$ cat config.mk
export PLATFORM = sky130hd
export DESIGN_NAME = cs3_queue
export DESIGN_NICKNAME = d
export VERILOG_FILES = /design/src/hw/rtl/cs3_pkg.sv /design/src/hw/rtl/cs3_queue.sv
export SDC_FILE = /design/constraint.sdc
export NUM_CORES = 1
export LEC_CHECK = 0
export BUFFER_PORTS_ARGS = -buffer_cell sky130_fd_sc_hd__buf_2
export CAP_MARGIN = 30
export CORE_ASPECT_RATIO = 1.4
export CORE_MARGIN = 2
export CORE_UTILIZATION = 57
export DETAILED_ROUTE_END_ITERATION = 16
export GPL_ROUTABILITY_DRIVEN = 0
export PLACE_DENSITY = 0.84
export SKIP_LAST_GASP = 1
export SYNTH_ARGS = -nofsm -noshare
export SYNTH_HDL_FRONTEND = slang
export SYNTH_SLANG_ARGS = --single-unit
$ cat constraint.sdc
create_clock -name clk -period 29.6 [get_ports clk]
set_clock_uncertainty 0.2 [all_clocks]
set_input_delay 1.48 -clock clk [delete_from_list [all_inputs] [get_ports clk]]
set_output_delay 1.48 -clock clk [all_outputs]
set_load 0.01 [all_outputs]
$ cat src/hw/rtl/cs3_pkg.sv
// Package: widths and shared types for the 3x3 Cramer solver.
package cs3_pkg;
    localparam int FRAC_BITS_DEF = 16;
    localparam int DW = 32;
    localparam int PW = 64;
    localparam int SW = 99;
    localparam int QDEPTH = 4;
    localparam int QAW = 2;
    localparam int NUM_DW = 124;

    typedef struct packed {
        logic signed [SW-1:0] d;
        logic signed [SW-1:0] nx;
        logic signed [SW-1:0] ny;
        logic signed [SW-1:0] nz;
    } cs3_dets_t;
endpackage

$ cat src/hw/rtl/cs3_queue.sv
// Short FIFO of determinant sets between front and back ends.
module cs3_queue (
    input  logic clk,
    input  logic rst_n,
    input  logic push,
    input  cs3_pkg::cs3_dets_t wdata,
    input  logic pop,
    output logic nempty,
    output cs3_pkg::cs3_dets_t rdata
);
    localparam int AW = cs3_pkg::QAW;
    cs3_pkg::cs3_dets_t mem_reg [0:cs3_pkg::QDEPTH-1];
    logic [AW-1:0] wp_reg, rp_reg;
    logic [AW:0]   cnt_reg;

    // write the incoming beat
    always_ff @(posedge clk)
    begin
        if (push)
            mem_reg[wp_reg] <= wdata;
    end

    // advance pointers and count
    always_ff @(posedge clk or negedge rst_n)
    begin
        if (!rst_n)
        begin
            wp_reg  <= '0;
            rp_reg  <= '0;
            cnt_reg <= '0;
        end
        else
        begin
            if (push)
                wp_reg <= wp_reg + 1'b1;
            if (pop)
                rp_reg <= rp_reg + 1'b1;
            cnt_reg <= cnt_reg + (AW+1)'(push) - (AW+1)'(pop);
        end
    end

    assign nempty = (cnt_reg != '0);
    assign rdata  = mem_reg[rp_reg];
endmodule

# --- Word-level counts from Yosys, hierarchy flattened ---
# Memories as Yosys holds them, arrays and structs flattened.
# Index checks and enable logic that the tools add are counted.
# Widths: inputs -> output; s select.
totals:
  reg_bits: 7
  ramBits: 1584
  in_bits: 400
  out_inout_bits: 397
  wordCells: 11
  memories: 1
classes:
  addsub: 4
  mux: 2
  reduce_logical: 1
memory_table:
  columns: ["name", "depth", "word_bits", "read_ports", "rd_clocked_by_memory_dff", "write_ports", "line", "source"]
  rows:
  - ["mem_reg", 4, 396, 1, 0, 1, "cs3_queue.sv:12", "cs3_pkg::cs3_dets_t mem_reg [0:cs3_pkg::QDEPTH-1];"]
op_table:
  columns: ["cell", "n"]
  rows:
  - ["$add 2x1->2 const B", 2]
  - ["$add 3x1->3", 1]
  - ["$reduce_bool 3->1", 1]
  - ["$sub 3x1->3", 1]
  - ["$mux 1", 2]

# --- Logic depth before layout (Yosys ltp) ---
logic_depth:
  word_depth: 2
  ltp_mapped: 7
  depth_no_buf: 7

# --- Least setup slack after synthesis ---
# OpenSTA, ideal clock, no wires.
synth_path:
  path_kind: "input port to flip-flop"
  start: "input push"
  end: "memory mem_reg[0][0] (netlist bit), enable pin"
  setup_ps: 808
  t_arrival_ps: 10386
  t_required_ps: 28592
  setup_slack_ps: 18206
  path_stages: 1
  path_buffers: 0
  path_cell_list: "and2_1"
synth_between:
  elab_chain_len: 2
synth_lines:
  columns: ["item", "line", "source"]
  rows:
  - ["start, declared", "cs3_queue.sv:5", "input logic push,"]
  - ["$mux 1", "cs3_queue.sv:19", "if (push)"]
  - ["$mux 1 (implied by the code)", "cs3_queue.sv:20", "mem_reg[wp_reg] <= wdata;"]
  - ["end, declared", "cs3_queue.sv:12", null]
# No other way between the ends.

==> results_dict.tcl <==
set metrics [dict create \
    relSlewSlack_pct 9.75 \
    avgSynthCellArea_sq_um 27.4 \
    antenna_found_initial 63 \
    grt_first_pass_wirelength_um 208000 \
    slowest_delay_ns 0.95 \
    rsz0062_at_grt "no" \
    wl_per_cell_um 33.4 \
    ant_nets 0 \
    yosysWarnings 0 \
    worst_setup_path_start_kind "flop" \
    io_buffers 796 \
    setup_viol 0 \
    cp_top_family "buffers and inverters" \
    syn-cell-area_sq_mm 0.0575 \
    syn2layout_area_growth_pct 17.6 \
    synth-seq-area-share_pct 83.1 \
    hold_buffers 0 \
    post-dp-hpwl_um 84700 \
    powerDensity_mw_per_mm2 103 \
    die_h_um 380 \
    cts_max_level 4 \
    fin_cells 4469 \
    nFillCells 5783 \
    start_util_pct 57.6 \
    drive_gt1_share_pct 46.1 \
    setup_tns_ns 0 \
    cts_tree "done" \
    grt_max_degree 165 \
    finalHoldViolCount 0 \
    endpoint_kind "output pin" \
    min_period_ns 5.77 \
    maxSlewViolCount 0 \
    vias 27600 \
    critPathLaunch "rp_reg[1]" \
    total_power_mw 6.97 \
    drt_first_pass_iters 5 \
    required_ns 27.92 \
    ios 797 \
    hp-class "flop to flop" \
    rows 137 \
    worst_pin_slew_ns 1.35 \
    fin_crit_sh_pct 19.5 \
    worstSkewPairLatency_ns 0.75 \
    cts.sinks 1591 \
    routed_wl_um 149000 \
    hold_path_startpoint "wp_reg[0]" \
    first_global_vias 29300 \
    via_per_inst 6.18 \
    synth_seq_cells 1591 \
    core_sq_mm 0.0998 \
    leakage_nw 22.8 \
    drc 0 \
    cts_made_buffers 141 \
    clkTransAtPathRegs_ns 0.06 \
    path_buf_inv 5 \
    r2r_start "wp_reg[1]" \
    cts_root_buf "clkbuf_16" \
    largest_reg_flops 1584 \
    yosysUniqueCellTypes 16 \
    fin_area_sq_mm 0.0676 \
    cts_buffer_depth 3 \
    ir_drop_uv 94.8 \
    critical_path_class "flop to output pin" \
    status "complete, no violations" \
    grt.overflow.total 0 \
    worstPathMaxFanout 61 \
    place_inst 4160 \
    cpMaxStageDelayCell "dfrtp_4" \
    syn-num-nets 2508 \
    die_area_sq_mm 0.103 \
    fp.dieW_um 272 \
    fmax_ghz 0.173 \
    cp_data_arrival_time_ns 4.09 \
    drv_cap 0 \
    synthCells 2101 \
    crit_chain "buf_4 > buf_16 > buf_4 > buf_16 > mux4_2 > buf_2" \
    finalNetCount 3395 \
    first_iter_violations 3112 \
    cts_resized 0 \
    grtUsageTotal_pct 28.5 \
    dpl_cell_area_sq_mm 0.0629 \
    cts_setup_buffers 0 \
]
## final timing paths
path | endpoint | cells past startpoint | slack (ns)
max | rdata[133] | 6 | 23.83
max in group asynchronous | rp_reg[1] | 1 | 28.68
min in group asynchronous | rp_reg[0] | 1 | 0.35
min | wp_reg[0] | 1 | 0.34
min reg2reg | wp_reg[0] | 1 | 0.34
max reg2reg | mem_reg[1][135] | 6 | 24.72
## worst register-to-register path, stage by stage, from the launching register on
cell and delay (ns):
dfrtp_1 0.40, inv_1 0.10, ha_1 0.15, and2_4 0.69, buf_12 0.65, buf_4 1.32
buf_4 0.98
## Yosys cell counts (all sizes together)
cell type	instances	share of area (%)
and2	4	0.044
mux4	396	16
xnor2	3	0.046
edfxtp	1584	83
dfrtp	7	0.30
clkbuf	9	0.059
o21ai	1	0.0087
inv	6	0.039
nand2	2	0.013
ha	6	0.13
fa	1	0.035
xor2	2	0.030
buf	79	0.99
or3	1	0.011
## metal layers
metal | vias to the layer above | routed length, um | GRT usage (%)
met5 | - | 138 | 0
met4 | 22 | 10600 | 18.7
met3 | 458 | 13100 | 7.30
met2 | 1813 | 78200 | 48.2
met1 | 14300 | 47100 | 31.9
li1 | 11000 | - | -
## power breakdown
part           switching [mW]  internal [mW]
sequential              0.151           2.95
combinational            1.21          0.868
clock                   0.817          0.975
total                    2.17           4.80
## layout by cell type, fill, tap and decap left out, types with 3 or more instances in the layout
cell type / n
inv_6: 5
and2_4: 4
mux4_2: 396
clkbuf_1: 30
clkinv_2: 17
inv_16: 3
buf_12: 6
buf_2: 796
xnor2_1: 3
edfxtp_1: 1584
diode_2: 64
bufinv_16: 8
clkbuf_16: 145
buf_4: 21
dfrtp_1: 5
ha_1: 6
inv_1: 6
clkinv_1: 23
buf_16: 9
## per-stage QoR
stage | hold slack, ns | setup slack, ns | utilization, %
floorplan | 0.294 | 18.21 | -
global placement | 0.308 | 23.85 | 62.9
detailed placement | 0.325 | 23.72 | 63.1
CTS | 0.302 | 23.24 | 67.5
global route | 0.337 | 23.76 | 67.7
finish | 0.337 | 23.83 | 67.8
## cells by family (layout without fill, tap and decap cells)
| group | count (synthesis) | after routing | share of synthesized area [%] |
|---|---|---|---|
| AO/OA/AOI/OAI | 1 | 1 | 0.00870 |
| XOR/XNOR | 5 | 5 | 0.0762 |
| adder cells (fa/ha/maj) | 7 | 7 | 0.165 |
| buffers and inverters | 94 | 1078 | 1.08 |
| flip-flops | 1591 | 1591 | 83.1 |
| multiplexers | 396 | 396 | 15.5 |
| other | 0 | 64 | 0 |
| AND/OR/NAND/NOR | 7 | 7 | 0.0675 |
## final cells by class
type / count / area [sq um] / area share, %
clock buffers: 175 / 3740 / 5.53
diodes: 64 / 160 / 0.237
clock inverters: 65 / 652 / 0.964
flip-flops and latches: 1591 / 47700 / 70.6
inverters: 6 / 22.5 / 0.0333
multi-input cells: 416 / 9110 / 13.5
repair buffers: 832 / 4510 / 6.67
well taps: 1320 / 1650 / 2.44
Note: power is estimated with default switching activity, not from simulation.
